<file path="config.mk">
export PLATFORM = sky130hd
export DESIGN_NAME = mec_ctrl
export DESIGN_NICKNAME = d
export VERILOG_FILES = /design/src/mec_pkg.sv /design/src/mec_ctrl.sv
export SDC_FILE = /design/constraint.sdc
export NUM_CORES = 1
export LEC_CHECK = 0
export BUFFER_PORTS_ARGS = -buffer_cell sky130_fd_sc_hd__buf_4
export CORE_AREA = 2 2 39 41
export CTS_BUF_LIST = sky130_fd_sc_hd__clkbuf_8
export DETAILED_ROUTE_END_ITERATION = 6
export DIE_AREA = 0 0 41 43
export GPL_TIMING_DRIVEN = 0
export SKIP_LAST_GASP = 1
export SYNTH_ARGS = -nofsm -noshare
export SYNTH_HDL_FRONTEND = slang
export SYNTH_SLANG_ARGS = --single-unit
</file>
<file path="constraint.sdc">
create_clock -name clk_i -period 2.5 [get_ports clk_i]
set_input_delay 0.625 -clock clk_i [delete_from_list [all_inputs] [get_ports clk_i]]
set_output_delay 0.625 -clock clk_i [all_outputs]
set_load 0.05 [all_outputs]
</file>
<file path="src/mec_pkg.sv">
// Shared types, fixed-point constants and helpers for the Mandelbrot escape counter.
package mec_pkg;

  // Fixed-point format of c and z.
  localparam int FracBits = 28;
  // z width after clamping to +-(2.0 + 1 lsb).
  localparam int ZW = FracBits + 3;
  // Exact product width.
  localparam int PW = 2 * ZW;
  // Width of the shifted products and their sums.
  localparam int SW = ZW + 5;

  localparam logic signed [SW-1:0] TwoVal  = SW'(64'sd1 <<< (FracBits + 1));
  localparam logic signed [SW-1:0] FourVal = SW'(64'sd1 <<< (FracBits + 2));

  typedef logic signed [ZW-1:0] zval_t;
  typedef logic signed [SW-1:0] sval_t;
  typedef logic signed [PW-1:0] prod_t;

  typedef struct packed {
    logic load;      // capture c, start z = clamp(c)
    logic mul;       // register the three products
    logic step;      // advance z and the pass count
    logic out_load;  // move the pass count into the result register
  } mec_cmd_t;

  typedef struct packed {
    logic cont;      // another pass is due
  } mec_stat_t;

  // Clamp a component to +-(2.0 + 1 lsb); its square then still exceeds 4.0.
  function automatic zval_t mec_clamp(sval_t v);
    zval_t r;
    if (v > TwoVal) begin
      r = ZW'(TwoVal + sval_t'(1));
    end else if (v < -TwoVal) begin
      r = ZW'(-(TwoVal + sval_t'(1)));
    end else begin
      r = v[ZW-1:0];
    end
    return r;
  endfunction

endpackage

</file>
<file path="src/mec_ctrl.sv">
// Controller of the escape counter: sequences load, multiply and evaluate steps.
module mec_ctrl (
  input  logic               clk_i,
  input  logic               rst_ni,
  input  logic               in_valid_i,
  output logic               in_stall_o,
  output logic               out_valid_o,
  input  logic               out_stall_i,
  output mec_pkg::mec_cmd_t  cmd_o,
  input  mec_pkg::mec_stat_t stat_i
);
  import mec_pkg::*;

  localparam logic [1:0] StIdle = 2'd0;
  localparam logic [1:0] StMul  = 2'd1;
  localparam logic [1:0] StEval = 2'd2;
  localparam logic [1:0] StHold = 2'd3;

  logic [1:0] state_q, state_d;
  logic       out_valid_q, out_valid_d;
  logic       out_free;

  assign out_free   = !out_valid_q || !out_stall_i;
  assign in_stall_o = (state_q != StIdle);

  always_comb begin
    state_d = state_q;
    cmd_o   = '0;
    unique case (state_q)
      StIdle: begin
        if (in_valid_i) begin
          cmd_o.load = 1'b1;
          state_d    = StMul;
        end
      end
      StMul: begin
        cmd_o.mul = 1'b1;
        state_d   = StEval;
      end
      StEval: begin
        if (stat_i.cont) begin
          cmd_o.step = 1'b1;
          state_d    = StMul;
        end else if (out_free) begin
          cmd_o.out_load = 1'b1;
          state_d        = StIdle;
        end else begin
          state_d = StHold;
        end
      end
      StHold: begin
        // hold the finished count until the result register frees up
        if (out_free) begin
          cmd_o.out_load = 1'b1;
          state_d        = StIdle;
        end
      end
      default: state_d = StIdle;
    endcase
  end

  always_comb begin
    out_valid_d = out_valid_q;
    if (out_valid_q && !out_stall_i) begin
      out_valid_d = 1'b0;
    end
    if (cmd_o.out_load) begin
      out_valid_d = 1'b1;
    end
  end

  always_ff @(posedge clk_i or negedge rst_ni) begin
    if (!rst_ni) begin
      state_q     <= StIdle;
      out_valid_q <= 1'b0;
    end else begin
      state_q     <= state_d;
      out_valid_q <= out_valid_d;
    end
  end

  assign out_valid_o = out_valid_q;

  a_load_then_mul: assert property (@(posedge clk_i) disable iff (!rst_ni)
    cmd_o.load |=> cmd_o.mul)
    else $error("load not followed by multiply");

  a_no_overwrite: assert property (@(posedge clk_i) disable iff (!rst_ni)
    cmd_o.out_load |-> (!out_valid_q || !out_stall_i))
    else $error("result register overwritten while stalled");

  a_step_excl: assert property (@(posedge clk_i) disable iff (!rst_ni)
    cmd_o.step |-> !cmd_o.out_load && !cmd_o.load)
    else $error("step issued together with load or result write");

  a_mul_then_eval: assert property (@(posedge clk_i) disable iff (!rst_ni)
    cmd_o.mul |=> !cmd_o.mul && !cmd_o.load)
    else $error("multiply not followed by an evaluate step");

endmodule

</file>
==> results.rst <==
.. list-table::
   :header-rows: 1

   * - Metric
     - Value
   * - Clk Tree Root Cell
     - sky130_fd_sc_hd__clkbuf_8
   * - Iteration-0 DRC Markers
     - 2
   * - Antenna-violating nets left
     - 0
   * - Critical Path End Type
     - output port
   * - Post-CTS Setup Repair Bufs
     - 0
   * - Post-route minimum period
     - 2.03 ns
   * - Arithmetic-cell share of the synthesized area counting full adders, half adders and majority gates
     - 0%
   * - Most numerous cell in the Yosys netlist
     - sky130_fd_sc_hd__dfrtp_1
   * - Post-Synthesis Cell Area
     - 168 µm²
   * - Yosys Warn Count
     - 0
   * - Die Width
     - 41 µm
   * - Share of post-route cells with drive strength above 1
     - 43.8%
   * - Share of the yosys chip area belonging to registers
     - 44.8%
   * - Total number of placement rows
     - 14
   * - Clock tree from TritonCTS
     - done
   * - Worst-case headroom to the max-slew limit
     - between 80% and 90%
   * - Count of final hold-check violations
     - 0
   * - Flop and latch count out of synthesis
     - 3
   * - Max cap viols
     - 0
   * - Clk_skew
     - 0.000945 ns
   * - Setup TNS
     - 0 ns
   * - Number of enable-type register cells in the synthesized netlist
     - 0
   * - I/O pin count
     - 11
   * - Post-synth top flop
     - sky130_fd_sc_hd__dfrtp_1
   * - Worst-skew pair later-pin latency
     - 0.21 ns
   * - Worst Tran Pin Value
     - 0.196 ns
   * - Result of the run
     - complete, no violations
   * - Number of inserted filler cells in the final layout
     - 160
   * - Path category of the worst min-delay check
     - in2async
   * - Complex-gate fraction of the synthesized area
     - 11.9%
   * - Area of the die
     - approximately 1800 µm²
   * - Count of vias placed by the detailed router
     - 164
   * - TritonCTS Buffers
     - 3
   * - Hold_ws
     - 0.191 ns
   * - Die outline height
     - 43 µm
   * - RSZ-0062 raised after global routing
     - no
   * - Maximum number of pins on one net before global-route repair
     - 8
   * - First-pass iteration count of the detailed router
     - 2
   * - Vias in the first global route
     - 162
   * - Quantity of I/O buffers inserted on ports
     - 10
   * - Number of H-tree levels
     - 1
   * - Clock-pin transition on the worst setup and hold timing paths
     - 0.03 ns
   * - Synth top area share
     - 44.8%
   * - Startpoint-to-endpoint class of the critical path
     - in2out
   * - Mean instance size in the synthesized netlist
     - 9.31 µm²
   * - Placeable core area
     - 1380 µm²
   * - Final-report max-slew violation count
     - 0
   * - Commonest cells post-synth
     - sky130_fd_sc_hd__dfrtp_1 (3), sky130_fd_sc_hd__inv_1 (2), sky130_fd_sc_hd__nor2b_1 (2)
   * - Overflow left after global routing
     - 0
   * - Final cycle utilization of the critical path
     - around four fifths
   * - Dominant cells by area after synthesis
     - sky130_fd_sc_hd__dfrtp_1 (45%), sky130_fd_sc_hd__nor2b_1 (7.5%), sky130_fd_sc_hd__mux2i_1 (6.0%)
   * - Arrival time reported for the critical path endpoint
     - approximately 1.4 ns
   * - Number of nets in the layout
     - 38
   * - Setup crit start kind
     - input port
   * - Synthesis-to-finish area growth
     - 83.6%
   * - Maximum clock rate
     - 0.493 GHz
   * - Required time of the critical path
     - 1.88 ns
   * - Gate Count Post-Synth
     - 18
   * - Maximum fanout along the worst path
     - 3
   * - Resized Gates After CTS
     - 0
   * - Hold buffers post-CTS
     - 0
   * - Share of async-settable or async-resettable flops after synthesis
     - 100%
   * - Routed wire length
     - around 370 µm
   * - Synthesized net count
     - 23
   * - Simple-gate area share of the yosys netlist
     - 28.4%
   * - Overall routing resource usage
     - 5.63%
   * - Clock sinks
     - 3
   * - Starting density of the core
     - roughly an eighth
   * - Routed len/inst
     - 7.73 µm
   * - Initial antenna violation count
     - 0
   * - Global placement routability congestion
     - 0.562
   * - Mux contribution to synthesized area
     - 5.97%
   * - Post-detailed-route DRC marker count
     - 0
   * - Post-synthesis cell type with the largest combined area
     - sky130_fd_sc_hd__dfrtp_1
   * - Number of vias per cell after detailed routing
     - 3.42
   * - Xor/xnor cell area share of the yosys netlist
     - 0%
   * - Cell variety after synth
     - 14
   * - Global-route wire length before repair
     - 614 µm
   * - Total of endpoints with negative setup slack in the final report
     - 0
   * - Layout Cell Area excl Fill
     - 308 µm²
   * - Inserted Diodes
     - 0
   * - Largest family of logic cells by synthesized area
     - simple AND/OR/NAND/NOR gates
   * - Post-detailed-placement cell area
     - 263 µm²
   * - Largest buffer count on any clock path
     - 2
cells by family (layout without fill, tap and decap cells):
logic type,after synthesis,in the layout
buffers and inverters,3,17
DFF,3,3
AOI/OAI and AO/OA,3,3
and+or+nand+nor,8,8
muxes,1,1
final cells by class:
class / instances / area [µm²] / area share [%]
plain buffers: 1 / 7.51 / 2.44
clock buffers: 3 / 41.3 / 13.4
clock inverters: 1 / 3.75 / 1.22
inverters: 2 / 7.51 / 2.44
multi-input cells: 12 / 77.6 / 25.2
flip-flops and latches: 3 / 75.1 / 24.4
well taps: 16 / 20.0 / 6.50
repair buffers: 10 / 75.1 / 24.4
cells in the final DEF, fill, tap and decap left out:
master                       n
sky130_fd_sc_hd__and2b_1     1
sky130_fd_sc_hd__nor3b_1     1
sky130_fd_sc_hd__clkbuf_8    3
sky130_fd_sc_hd__mux2i_1     1
sky130_fd_sc_hd__dfrtp_1     3
sky130_fd_sc_hd__o22ai_1     1
sky130_fd_sc_hd__and2_1      1
sky130_fd_sc_hd__nand2_1     1
sky130_fd_sc_hd__a2bb2oi_1   1
sky130_fd_sc_hd__buf_4      11
sky130_fd_sc_hd__o21ai_0     1
sky130_fd_sc_hd__nor2_1      1
sky130_fd_sc_hd__nor2b_1     2
sky130_fd_sc_hd__inv_1       3
sky130_fd_sc_hd__or2_1       1
state kept, by name (all words and copies together), names as in the netlist:
signal	flops
out_valid_o	1
state_q	2
stage by stage:
| step | cells | worst slack (ns) | utilization, % |
|---|---|---|---|
| after global placement | 44 | 0.472 | 19.0 |
| after CTS | 48 | 0.476 | 22.2 |
| final | 48 | 0.472 | 22.2 |
| after detailed placement | 44 | 0.483 | 19.0 |
| after floorplan | 18 | 0.318 | - |
| after global routing | 48 | 0.415 | 22.2 |
metal layers:
| layer | up-vias | share of wire, % | track usage (%) |
|---|---|---|---|
| met5 | - | 0 | 0 |
| met4 | 0 | 0 | 8.00 |
| met3 | 0 | 13 | 1.57 |
| met2 | 10 | 40 | 5.94 |
| met1 | 68 | 46 | 7.10 |
| li1 | 86 | - | - |
worst max-delay path, stage by stage:
cell                      delay, ns
sky130_fd_sc_hd__buf_4         0.12
sky130_fd_sc_hd__nor2b_1       0.14
sky130_fd_sc_hd__nor3b_1       0.21
sky130_fd_sc_hd__buf_4         0.13
sky130_fd_sc_hd__buf_4         0.18
worst paths after layout:
path	from	endpoint	slack (ns)	depth (start not counted)
setup / recovery	stat_i	cmd_o[0]	0.47	5
hold / removal	rst_ni	state_q[0]	0.19	1
setup reg to reg	state_q[1]	state_q[0]	1.63	2
hold reg to reg	state_q[0]	state_q[0]	0.53	1
max in group asynchronous	rst_ni	out_valid_o	2.22	1
min in group clk_i	state_q[0]	state_q[0]	0.53	1
Power is left out: the tool's default activity adds up to more than one toggle a clock period on the data nets, which glitch-free logic cannot reach.
